### src/hdl/ddo_pkg.sv
`default_nettype none

package ddo_pkg;

    // Years are shifted up by one full 400-year cycle so that every
    // intermediate day count stays non-negative.
    localparam logic [11:0] YEAR_SHIFT = 12'd400;

    // Days in a 400-year cycle and in a normal 100-year span.
    localparam int ERA_DAYS  = 146097;
    localparam int CENT_DAYS = 36524;

    // Reciprocals for exact division by a constant over the operand ranges
    // used here: floor(x / c) == (x * RECIP) >> SHIFT.
    localparam logic [12:0] RECIP_100  = 13'd5243;    // shift 19, x < 2^12
    localparam logic [18:0] RECIP_1460 = 19'd367720;  // shift 29, x < 2^18
    localparam logic [18:0] RECIP_365  = 19'd367720;  // shift 27, x < 2^18

    localparam logic signed [12:0] YEAR_MIN = 13'sd1903;
    localparam logic signed [12:0] YEAR_MAX = 13'sd2037;

    // Control and payload between the day-number front end and the
    // year split.
    typedef struct packed {
        logic        valid;
        logic [19:0] z;
    } dn_t;

    // Control and payload between the year split and the date back end.
    typedef struct packed {
        logic        valid;
        logic [2:0]  era;
        logic [17:0] doe;
        logic [8:0]  yoe;
    } sp_t;

    // First day of each month counted from March 1 (index 0 is March).
    function automatic logic [8:0] mp_start(input logic [3:0] mp);
        logic [8:0] start;
        case (mp)
            4'd0:    start = 9'd0;
            4'd1:    start = 9'd31;
            4'd2:    start = 9'd61;
            4'd3:    start = 9'd92;
            4'd4:    start = 9'd122;
            4'd5:    start = 9'd153;
            4'd6:    start = 9'd184;
            4'd7:    start = 9'd214;
            4'd8:    start = 9'd245;
            4'd9:    start = 9'd275;
            4'd10:   start = 9'd306;
            4'd11:   start = 9'd337;
            default: start = 9'd0;
        endcase
        return start;
    endfunction

endpackage

`default_nettype wire

### src/hdl/ddo_dayno.sv
`default_nettype none

module ddo_dayno (
    input  wire logic               aclk,
    input  wire logic               aresetn,
    input  wire logic               en,
    input  wire logic               in_valid,
    input  wire logic [4:0]         day_in,
    input  wire logic [3:0]         month_in,
    input  wire logic [10:0]        year_in,
    input  wire logic signed [16:0] day_offset,
    output ddo_pkg::dn_t            dn
);

    logic        mon_zero;
    logic        mon_hi;
    logic        early;
    logic [3:0]  mnorm;
    logic [3:0]  mp;
    logic [24:0] cent_prod;

    logic [11:0] y2_next;
    logic [4:0]  cent_next;
    logic [17:0] dsum_next;
    logic [19:0] z_next;

    logic        v1_reg;
    logic [11:0] y2_reg;
    logic [4:0]  cent_reg;
    logic [17:0] dsum_reg;
    logic        v2_reg;
    logic [19:0] z_reg;

    // Stage 1: fold the month into 1..12, move January and February to the
    // end of the previous year, and take the century count of that year.
    always_comb begin
        mon_zero = (month_in == 4'd0);
        mon_hi   = (month_in > 4'd12);
        if (mon_zero) begin
            mnorm = 4'd12;
        end else if (mon_hi) begin
            mnorm = month_in - 4'd12;
        end else begin
            mnorm = month_in;
        end
        early = (mnorm <= 4'd2);
        mp    = early ? (mnorm + 4'd9) : (mnorm - 4'd3);

        y2_next = {1'b0, year_in} + ddo_pkg::YEAR_SHIFT + 12'(mon_hi)
                  - 12'(mon_zero) - 12'(early);
        cent_prod = 25'(y2_next) * 25'(ddo_pkg::RECIP_100);
        cent_next = cent_prod[23:19];
        dsum_next = {9'd0, ddo_pkg::mp_start(mp)} + {13'd0, day_in} - 18'd1
                    + {day_offset[16], day_offset};
    end

    // Stage 2: day count since March 1 of the shifted year zero.
    always_comb begin
        z_next = 20'(y2_reg) * 20'd365 + 20'(y2_reg[11:2]) - 20'(cent_reg)
                 + 20'(cent_reg[4:2]) + {{2{dsum_reg[17]}}, dsum_reg};
    end

    always_ff @(posedge aclk) begin
        if (!aresetn) begin
            v1_reg <= 1'b0;
            v2_reg <= 1'b0;
        end else if (en) begin
            v1_reg <= in_valid;
            v2_reg <= v1_reg;
        end
    end

    always_ff @(posedge aclk) begin
        if (en) begin
            y2_reg   <= y2_next;
            cent_reg <= cent_next;
            dsum_reg <= dsum_next;
            z_reg    <= z_next;
        end
    end

    assign dn = '{valid: v2_reg, z: z_reg};

endmodule

`default_nettype wire

### src/hdl/ddo_yoe.sv
`default_nettype none

module ddo_yoe (
    input  wire logic         aclk,
    input  wire logic         aresetn,
    input  wire logic         en,
    input  wire ddo_pkg::dn_t dn,
    output ddo_pkg::sp_t      sp
);

    logic [2:0]  era3_next;
    logic [17:0] doe3_next;
    logic [36:0] prod4;
    logic [6:0]  q4_next;
    logic [2:0]  c4_next;
    logic        e4_next;
    logic [17:0] x5;
    logic [36:0] prod5;
    logic [8:0]  yoe5_next;

    logic        v3_reg;
    logic [2:0]  era3_reg;
    logic [17:0] doe3_reg;
    logic        v4_reg;
    logic [2:0]  era4_reg;
    logic [17:0] doe4_reg;
    logic [6:0]  q4_reg;
    logic [2:0]  c4_reg;
    logic        e4_reg;
    logic        v5_reg;
    logic [2:0]  era5_reg;
    logic [17:0] doe5_reg;
    logic [8:0]  yoe5_reg;

    // Stage 3: split the day count into 400-year cycles and the day within.
    always_comb begin
        era3_next = '0;
        for (int k = 1; k <= 6; k++) begin
            if (dn.z >= 20'(k * ddo_pkg::ERA_DAYS)) begin
                era3_next = era3_next + 3'd1;
            end
        end
        doe3_next = 18'(dn.z - 20'(era3_next) * 20'(ddo_pkg::ERA_DAYS));
    end

    // Stage 4: leap-day corrections within the cycle.
    always_comb begin
        prod4   = 37'(doe3_reg) * 37'(ddo_pkg::RECIP_1460);
        q4_next = prod4[35:29];
        c4_next = '0;
        for (int k = 1; k <= 4; k++) begin
            if (doe3_reg >= 18'(k * ddo_pkg::CENT_DAYS)) begin
                c4_next = c4_next + 3'd1;
            end
        end
        e4_next = (doe3_reg == 18'(ddo_pkg::ERA_DAYS - 1));
    end

    // Stage 5: with the leap days removed, the year is a plain division by 365.
    always_comb begin
        x5        = doe4_reg - 18'(q4_reg) + 18'(c4_reg) - 18'(e4_reg);
        prod5     = 37'(x5) * 37'(ddo_pkg::RECIP_365);
        yoe5_next = prod5[35:27];
    end

    always_ff @(posedge aclk) begin
        if (!aresetn) begin
            v3_reg <= 1'b0;
            v4_reg <= 1'b0;
            v5_reg <= 1'b0;
        end else if (en) begin
            v3_reg <= dn.valid;
            v4_reg <= v3_reg;
            v5_reg <= v4_reg;
        end
    end

    always_ff @(posedge aclk) begin
        if (en) begin
            era3_reg <= era3_next;
            doe3_reg <= doe3_next;
            era4_reg <= era3_reg;
            doe4_reg <= doe3_reg;
            q4_reg   <= q4_next;
            c4_reg   <= c4_next;
            e4_reg   <= e4_next;
            era5_reg <= era4_reg;
            doe5_reg <= doe4_reg;
            yoe5_reg <= yoe5_next;
        end
    end

    assign sp = '{valid: v5_reg, era: era5_reg, doe: doe5_reg, yoe: yoe5_reg};

endmodule

`default_nettype wire

### src/hdl/ddo_civil.sv
`default_nettype none

module ddo_civil (
    input  wire logic         aclk,
    input  wire logic         aresetn,
    input  wire logic         en,
    input  wire ddo_pkg::sp_t sp,
    output logic              out_valid,
    output logic [4:0]        day_out,
    output logic [3:0]        month_out,
    output logic [11:0]       year_out,
    output logic              out_of_range
);

    logic [1:0]  yc;
    logic [8:0]  doy6_next;
    logic [3:0]  mp;
    logic [8:0]  start;
    logic        early;
    logic [12:0] yr13;

    logic [4:0]  day_next;
    logic [3:0]  month_next;
    logic [11:0] year_next;
    logic        oor_next;

    logic        v6_reg;
    logic [8:0]  doy6_reg;
    logic [8:0]  yoe6_reg;
    logic [2:0]  era6_reg;
    logic        v7_reg;
    logic [4:0]  day_reg;
    logic [3:0]  month_reg;
    logic [11:0] year_reg;
    logic        oor_reg;

    // Stage 6: day within the March-based year.
    always_comb begin
        yc = '0;
        for (int k = 1; k <= 3; k++) begin
            if (sp.yoe >= 9'(k * 100)) begin
                yc = yc + 2'd1;
            end
        end
        doy6_next = 9'(sp.doe - 18'(sp.yoe) * 18'd365 - 18'(sp.yoe[8:2]) + 18'(yc));
    end

    // Stage 7: month by search over the month starts, then day and year.
    always_comb begin
        mp = '0;
        for (int k = 1; k <= 11; k++) begin
            if (doy6_reg >= ddo_pkg::mp_start(4'(k))) begin
                mp = mp + 4'd1;
            end
        end
        start      = ddo_pkg::mp_start(mp);
        early      = (mp >= 4'd10);
        day_next   = 5'(doy6_reg - start + 9'd1);
        month_next = early ? (mp - 4'd9) : (mp + 4'd3);
        yr13       = 13'(yoe6_reg) + 13'(era6_reg) * 13'd400 + 13'(early)
                     - 13'(ddo_pkg::YEAR_SHIFT);
        year_next  = yr13[11:0];
        oor_next   = ($signed(yr13) < ddo_pkg::YEAR_MIN)
                     || ($signed(yr13) > ddo_pkg::YEAR_MAX);
    end

    always_ff @(posedge aclk) begin
        if (!aresetn) begin
            v6_reg <= 1'b0;
            v7_reg <= 1'b0;
        end else if (en) begin
            v6_reg <= sp.valid;
            v7_reg <= v6_reg;
        end
    end

    always_ff @(posedge aclk) begin
        if (en) begin
            doy6_reg  <= doy6_next;
            yoe6_reg  <= sp.yoe;
            era6_reg  <= sp.era;
            day_reg   <= day_next;
            month_reg <= month_next;
            year_reg  <= year_next;
            oor_reg   <= oor_next;
        end
    end

    assign out_valid    = v7_reg;
    assign day_out      = day_reg;
    assign month_out    = month_reg;
    assign year_out     = year_reg;
    assign out_of_range = oor_reg;

endmodule

`default_nettype wire

### src/hdl/date_day_offset.sv
// Channel  | Handshake          | Payload
// ---------+--------------------+------------------------------------------------
// request  | s_valid / s_ready  | s_day_in, s_month_in, s_year_in, s_day_offset
// result   | m_valid / m_ready  | m_day_out, m_month_out, m_year_out,
//          |                    | m_out_of_range
//
// An accepted request moves through seven register stages to its result; one request
// is taken every cycle while results are taken. The seven register stages
// share one enable, so the depth of the pipeline sets the latency.
// Reset (aresetn low at a clock edge) clears all valid bits; no clearing pass.
// When a result waits in the output register, the whole pipeline holds and
// s_ready drops until the result is taken.
`default_nettype none

module date_day_offset (
    input  wire logic               aclk,
    input  wire logic               aresetn,
    input  wire logic               s_valid,
    output logic                    s_ready,
    input  wire logic [4:0]         s_day_in,
    input  wire logic [3:0]         s_month_in,
    input  wire logic [10:0]        s_year_in,
    input  wire logic signed [16:0] s_day_offset,
    output logic                    m_valid,
    input  wire logic               m_ready,
    output logic [4:0]              m_day_out,
    output logic [3:0]              m_month_out,
    output logic [11:0]             m_year_out,
    output logic                    m_out_of_range
);

    logic         en;
    ddo_pkg::dn_t dn;
    ddo_pkg::sp_t sp;

    assign en      = !m_valid || m_ready;
    assign s_ready = en;

    ddo_dayno u_dayno (
        .aclk       (aclk),
        .aresetn    (aresetn),
        .en         (en),
        .in_valid   (s_valid),
        .day_in     (s_day_in),
        .month_in   (s_month_in),
        .year_in    (s_year_in),
        .day_offset (s_day_offset),
        .dn         (dn)
    );

    ddo_yoe u_yoe (
        .aclk    (aclk),
        .aresetn (aresetn),
        .en      (en),
        .dn      (dn),
        .sp      (sp)
    );

    ddo_civil u_civil (
        .aclk         (aclk),
        .aresetn      (aresetn),
        .en           (en),
        .sp           (sp),
        .out_valid    (m_valid),
        .day_out      (m_day_out),
        .month_out    (m_month_out),
        .year_out     (m_year_out),
        .out_of_range (m_out_of_range)
    );

    // A result always names a real month and a day within it.
    a_date_fields: assert property (@(posedge aclk) disable iff (!aresetn)
        m_valid |-> (m_day_out != 5'd0) && (m_month_out != 4'd0)
                    && (m_month_out <= 4'd12))
        else $error("result date fields out of calendar range");

    a_feb_days: assert property (@(posedge aclk) disable iff (!aresetn)
        (m_valid && (m_month_out == 4'd2)) |-> (m_day_out <= 5'd29))
        else $error("February result past day 29");

    a_short_months: assert property (@(posedge aclk) disable iff (!aresetn)
        (m_valid && ((m_month_out == 4'd4) || (m_month_out == 4'd6)
                     || (m_month_out == 4'd9) || (m_month_out == 4'd11)))
        |-> (m_day_out <= 5'd30))
        else $error("30-day month result past day 30");

    a_flag_clear: assert property (@(posedge aclk) disable iff (!aresetn)
        (m_valid && !m_out_of_range)
        |-> (m_year_out >= 12'd1903) && (m_year_out <= 12'd2037))
        else $error("in-range flag with a year outside the window");

endmodule

`default_nettype wire

### config.mk
export PLATFORM = sky130hd
export DESIGN_NAME = date_day_offset
export DESIGN_NICKNAME = d
export VERILOG_FILES = /design/src/hdl/ddo_pkg.sv /design/src/hdl/ddo_dayno.sv /design/src/hdl/ddo_yoe.sv /design/src/hdl/ddo_civil.sv /design/src/hdl/date_day_offset.sv
export SDC_FILE = /design/constraint.sdc
export NUM_CORES = 1
export LEC_CHECK = 0
export BUFFER_PORTS_ARGS = -buffer_cell sky130_fd_sc_hd__buf_4
export CAP_MARGIN = 20
export CORE_ASPECT_RATIO = 1.5
export CORE_MARGIN = 4
export CORE_UTILIZATION = 66
export DETAILED_ROUTE_END_ITERATION = 6
export PLACE_DENSITY = 0.93
export SLEW_MARGIN = 20
export SYNTH_ARGS = -nofsm -noshare
export SYNTH_HDL_FRONTEND = slang
export SYNTH_SLANG_ARGS = --single-unit
### constraint.sdc
create_clock -name aclk -period 13.21 [get_ports aclk]
set_input_delay 0.6605 -clock aclk [delete_from_list [all_inputs] [get_ports aclk]]
set_output_delay 0.6605 -clock aclk [all_outputs]
set_load 0.005 [all_outputs]
==> results.md, run 1 <==
- Busiest layer in global routing: met2
- Core area: 44800 um2
- Post-synthesis async set-or-reset flop share: 0%
- WP data required: 13.41 ns
- Max_slew headroom: a little over a quarter
- DP Cell Count: 3480
- Warnings, synthesis: 0
- Outcome: finished, final reports clean
- Clk_lat worst skew: 0.45 ns
- CTS tree: done
- Maximum buffer depth of the clock tree: 2
- PortBufs: 64
- Final setup viols: 0
- Most numerous cell in the Yosys netlist: inv_1
- Die H: 268 um
- Post-synth top area share: 27.7%
- Hold slack: 0.423 ns
- Drt drc: 0
- Root buf cell: clkbuf_16
- Final #Nets: 4001
- Fmax: 95.2 MHz
- Max-cap violations: 0
- Crit path max-delay cell type: a2111oi_1
- Most instantiated cells after synthesis: 747 x inv_1, 661 x ha_1, 382 x fa_1
- IO Count: 65
- Synthesized net count: 3923
- Met1 Use GR: 26.9%
- Initial core utilization: 66.6%
- DR iter-0 viols: 986
- Multi-input gate area: 21600 um2
- Vias/cell: about 5.7
- Gate Count Post-Synth: 2839
- Post-route setup slack: approximately 2.7 ns
- Hold Buf Count CTS: 0
- Period minus WS final: 10.51 ns
- Gr usage total: 27.6%
- Die ar.: 48700 um2
- CTS sink count: 179
- DPL Wire Length: 55.2 mm
- Crit path top cell by count: fa_1
- CP Data Arrival Time: between 10 and 15 ns
- Reg area: 5310 um2
- Post-cts repair resize count: 0
- Post-DRT Antenna Nets: 0
- Drt total wl: 64.3 mm
- Worst-Margin Slew: 1.10 ns
- Setup Fix Bufs, Post-CTS: 0
- Pins Over Slew Limit: 0
- Via count: 20016
- Area grow syn2layout: 5.95%
- Synthesized area: between 20000 and 30000 um2
- Avg Inst Size Synth: approximately 11 um2
- RSZ-0062 raised after global routing: false
- Total gr overflow: 0
- Crit-path max cell delay: 0.68 ns
- Post-DR wirelength/cell: about 18 um
- Final worst-path cycle share: 79.5%
- Layout fillers: 2937
- Hold Violations, Final: 0
- Routability cong.: 0.956
- Setup_tns: 0 ns
- Crit Path Category: flop to flop
- Startpoint Class: flop
- Clk_skew: 0.00887 ns
- EDFF count, synth: between 150 and 200
- Pre-CTS setup slack: 2.75 ns
- Total CTS buffers: 17
- Post-synthesis sequential area ratio: 17.8%
- Min-Delay Path Class: flop to flop
- Share of layout cells above drive strength 1: roughly 5.3%
- Chip width: 182 um
- Yosys reg bits: 179
- Global-route wire length before repair: 109 mm
- Setup crit end kind: flop
- H-tree levels: 4
- Most used flip-flop cell after synthesis: edfxtp_1
- Max reg flops: 20
- N_diodes: 0
- Pre-antenna DRT Iters: 5
- Initial antenna violation count: 0
- Synth top area cells: ha_1 28%, fa_1 26%, edfxtp_1 17%
- GRT met2 Usage: between 50 and 60%
- Dominant cell type by area after synthesis: ha_1
- Largest net degree at the start of global routing: approximately 120
- Post-synth cell types: 91
- Rows: 95
- Layout Cells excl Fill: 3512
- Vias in the first global route: 23225
- Met3 Resource Use GR: 3.40%
- Worst-path clk slew: 0.08 ns
- Worst Path Max Fanout: 9
==> placed cells by master (no fill, tap or decap), types with 6 or more instances in the layout <==
master / instances
nand3_1: 22
a21oi_1: 97
or3_1: 6
dfxtp_1: 7
o21a_1: 15
edfxtp_1: 172
and3_1: 8
fa_1: 382
a211oi_1: 8
ha_1: 661
nor3_1: 14
o21ai_0: 57
and2_1: 7
nor2_1: 74
nand2_1: 96
xor2_1: 46
o31a_1: 6
o21ai_1: 13
a21o_1: 50
xnor2_1: 132
a21boi_1: 6
nand4_1: 10
nor4_1: 6
nor2b_1: 18
o21bai_1: 16
inv_1: 746
a41o_1: 6
a21boi_0: 9
nand2b_1: 14
buf_4: 77
mux2i_1: 6
inv_6: 7
a211o_1: 7
clkbuf_16: 17
==> cells by family after synthesis <==
kind of cell	Yosys count	share of synthesized area, %
AND/OR/NAND/NOR	296	4.74
flip-flops	179	17.8
AO/OA/AOI/OAI	354	8.22
multiplexers	12	0.465
other	1	0.0126
adder cells (fa/ha/maj)	1043	53.4
buffers and inverters	770	9.81
XOR/XNOR	184	5.62
==> through the flow <==
step / util [%] / cell area, um2
global route: 70.5 / 31600
global placement: 69.3 / 31000
CTS: 70.5 / 31600
detailed placement: 69.3 / 31000
floorplan: - / 29800
finish: 70.5 / 31600
==> worst paths after layout <==
check | from | to | slack (ns) | cells past startpoint
worst max-delay path | u_yoe.c4_reg[0] | u_yoe.yoe5_reg[7] | 2.70 | 37
worst min-delay path | u_yoe.era5_reg[2] | u_civil.era6_reg[2] | 0.42 | 0
worst max register to register | u_yoe.c4_reg[0] | u_yoe.yoe5_reg[7] | 2.70 | 37
worst min register to register | u_yoe.era5_reg[2] | u_civil.era6_reg[2] | 0.42 | 0
==> worst max-delay path, delay by kind of cell (launching register included) <==
family	cells	cell delay [ns]
xor+xnor	2	0.28
simple gates	3	0.46
flops	1	0.42
fa+ha+maj	11	4.59
buf+inv	5	0.47
compound gates	16	4.03
==> per-layer routing <==
metal | wire length [um] | part of all wire [%]
met4 | 4710 | 7.3
met3 | 1960 | 3.1
met1 | 21400 | 33
met2 | 36200 | 56
met5 | 0 | 0
==> area by class of cell <==
type,count,area share [%]
inverters,752,8.95
clock buffers,17,1.35
flip-flops and latches,179,16.8
multi-input cells,1890,68.3
clock inverters,15,0.451
well taps,582,2.30
repair buffers,77,1.83
Power of run 1 is left out: the tool's default activity adds up to more than one toggle a clock period on the data nets, which glitch-free logic cannot reach.
==> inputs of run 2 (changes only) <==
--- a/config.mk
+++ b/config.mk
@@ -9,9 +9,9 @@
 export CAP_MARGIN = 20
 export CORE_ASPECT_RATIO = 1.5
 export CORE_MARGIN = 4
-export CORE_UTILIZATION = 66
+export CORE_UTILIZATION = 60
 export DETAILED_ROUTE_END_ITERATION = 6
-export PLACE_DENSITY = 0.93
+export PLACE_DENSITY = 0.9
 export SLEW_MARGIN = 20
 export SYNTH_ARGS = -nofsm -noshare
 export SYNTH_HDL_FRONTEND = slang
==> constraint.sdc (replaced) <==
create_clock -name aclk -period 9.1 [get_ports aclk]
set_input_delay 0.455 -clock aclk [delete_from_list [all_inputs] [get_ports aclk]]
set_output_delay 0.455 -clock aclk [all_outputs]
set_load 0.005 [all_outputs]
==> run 2 against run 1 <==
Global-route usage shrank 2.8 points. First-iteration DRC count shrank 13%. Critical path depth is the same. Routed wire length shrank 0.88%. Clock skew grew 0.0044 ns. Count of clock-buffer cells in the layout is the same. Cell area grew 1.9%. Flip-flop and latch count is the same. Via count grew 0.62%. Die area grew 9.6%. Setup slack lost 2.6 ns. Utilization shrank 4.7 points. Critical path type unchanged.
==> results.md, run 2 (synthesis results as in run 1) <==
- Vias/cell: 5.56 (-2.5%)
- Pins Over Slew Limit: 0 (unchanged)
- PortBufs: 64 (unchanged)
- Chip width: 190 um (+4.7%)
- Routability cong.: 0.954 (-0.24%)
- Outcome: finished, final reports clean
- WP data required: 9.31 ns (-4.10 ns)
- Layout fillers: 3416 (+16%)
- Core area: 48900 um2 (+9.2%)
- Root buf cell: clkbuf_16
- Total CTS buffers: 17 (unchanged)
- Crit-path max cell delay: 0.54 ns (-0.14 ns)
- Hold Buf Count CTS: 0 (unchanged)
- Clk_lat worst skew: 0.46 ns (about the same)
- Total gr overflow: 0 (unchanged)
- Worst Path Max Fanout: 3 (-6)
- Buf/Inv on CP: 7 (+2)
- CP Data Arrival Time: 9.19 ns (-1.51 ns)
- Leading cell types in the layout, fill and taps excluded: 742 x inv_1, 656 x ha_1, 381 x fa_1
- Reg area: 5310 um2 (unchanged)
- Initial antenna violation count: 0 (unchanged)
- Crit path from: u_yoe.e4_reg
- Min-Delay Path Class: primary input to flop
- N_diodes: 0 (unchanged)
- Share of layout cells above drive strength 1: 7.44% (+2.2 points)
- Final worst-path cycle share: 98.7% (+19 points)
- RSZ-0062 raised after global routing: true
- Most common cell after layout, fill and taps aside: inv_1
- Worst-Margin Slew: 0.921 ns (-0.178 ns)
- Max-cap violations: 0 (unchanged)
- Initial core utilization: 61.0% (-5.6 points)
- Vias in the first global route: 22472 (-3.2%)
- Die H: 281 um (+4.7%)
- Gr usage total: 24.8% (-2.8 points)
- Startpoint Class: flop
- Post-DR wirelength/cell: 17.6 um (-4.0%)
- Clk_skew: 0.0133 ns (+0.00439 ns)
- CTS tree: done
- Crit Path Category: flop to flop
- Final setup viols: 0 (unchanged)
- Fmax: 111 MHz (+17%)
- CTS sink count: 179 (unchanged)
- Placement Cell Area: 31400 um2 (+1.2%)
- DR iter-0 viols: 857 (-13%)
- Drt drc: 0 (unchanged)
- Crit path top cell by count: fa_1
- Hold Violations, Final: 0 (unchanged)
- IO Count: 65 (unchanged)
- RR Startpoint: u_yoe.e4_reg
- DPL Wire Length: 53.3 mm (-3.3%)
- Pre-antenna DRT Iters: 5 (unchanged)
- Drt total wl: 63.7 mm (-0.88%)
- H-tree levels: 4 (unchanged)
- Final #Nets: 4040 (+0.97%)
- Period minus WS final: 8.98 ns (-1.52 ns)
- Worst Hold Launch: aresetn
- Area grow syn2layout: 7.93%
- Max_slew headroom: 38.1% (+11 points)
- Max reg flops: 20 (unchanged)
- Global-route wire length before repair: 106 mm (-2.4%)
- Die ar.: 53400 um2 (+9.6%)
- Crit path max-delay family: adder cells
- R2r setup slk: 0.12 ns (-2.59 ns)
- Via count: 20141 (+0.62%)
- Worst-path clk slew: 0.07 ns (about the same)
- Fin area: 32200 um2 (+1.9%)
- Maximum buffer depth of the clock tree: 2 (unchanged)
- Multi-input gate area: 21800 um2 (+0.87%)
- Setup crit end kind: flop
- Crit path max-delay cell type: fa_1
- Rows: 99 (+4.2%)
- Largest net degree at the start of global routing: 91 (-26%)
- Post-DRT Antenna Nets: 0 (unchanged)
## run 2: cell types whose count changed in the layout (fill, tap and decap cells not counted), moves of 2 or more
cell       change
a2111oi_4      +2
a21oi_1        -9
a21oi_2        +9
buf_4         +36
buf_6          +2
ha_1           -5
ha_2           +2
ha_4           +3
inv_1          -4
inv_2          +4
xnor2_1        -3
xnor2_4        +2
## run 2: worst register-to-register path: cells and delay by family, from the launching register on
family / cells / cell delay, ns
fa+ha+maj: 10 / 4.13
compound gates: 12 / 2.80
simple gates: 6 / 0.74
buf+inv: 7 / 0.37
flops: 1 / 0.36
xor+xnor: 2 / 0.33
## run 2: cell type report
class                      instances  share of cell area (%)
timing repair buffer             116                    2.75
multi-input combinational       1890                    67.7
clock buffer                      17                    1.32
clock inverter                    15                   0.455
tap                              656                    2.55
inverter                         752                    8.78
sequential                       179                    16.5
## run 2: worst paths after layout
kind | endpoint | cells after the start
worst min-delay path | u_civil.out_valid | 2
worst max register to register | u_yoe.yoe5_reg[7] | 37
worst min register to register | u_yoe.era4_reg[0] | 0
worst max-delay path | u_yoe.yoe5_reg[7] | 37
## run 2: metrics by stage
step	setup slack [ns]	std cells	util (%)	setup TNS, ns	hold slack [ns]
final	0.115	3625	65.8	0	0.257
after global routing	-0.184	3625	65.8	-0.398	0.259
after CTS	0.00771	3614	65.5	0	0.238
after global placement	0.0850	3581	64.2	0	0.400
after floorplan	0.0737	2839	-	0	0.400
after detailed placement	-0.237	3581	64.2	-0.512	0.406
## run 2: routing by layer
metal  global-route usage (%)  vias up  wire length (um)
met5                        0        -                 0
met4                     14.2        0              4270
met3                     3.21      271              2000
met2                     48.8      562             35800
met1                     24.4     9949             21700
li1                         -     9359                 -
## run 2: repair_timing
| item | in CTS | in global routing |
|---|---|---|
| endpoints found under the setup margin | 3 | 7 |
| resized for setup | 4 | 25 |
| pin swaps | 3 | 29 |
| buffers inserted | 1 | 11 |
Power of run 2 is left out for the same reason.
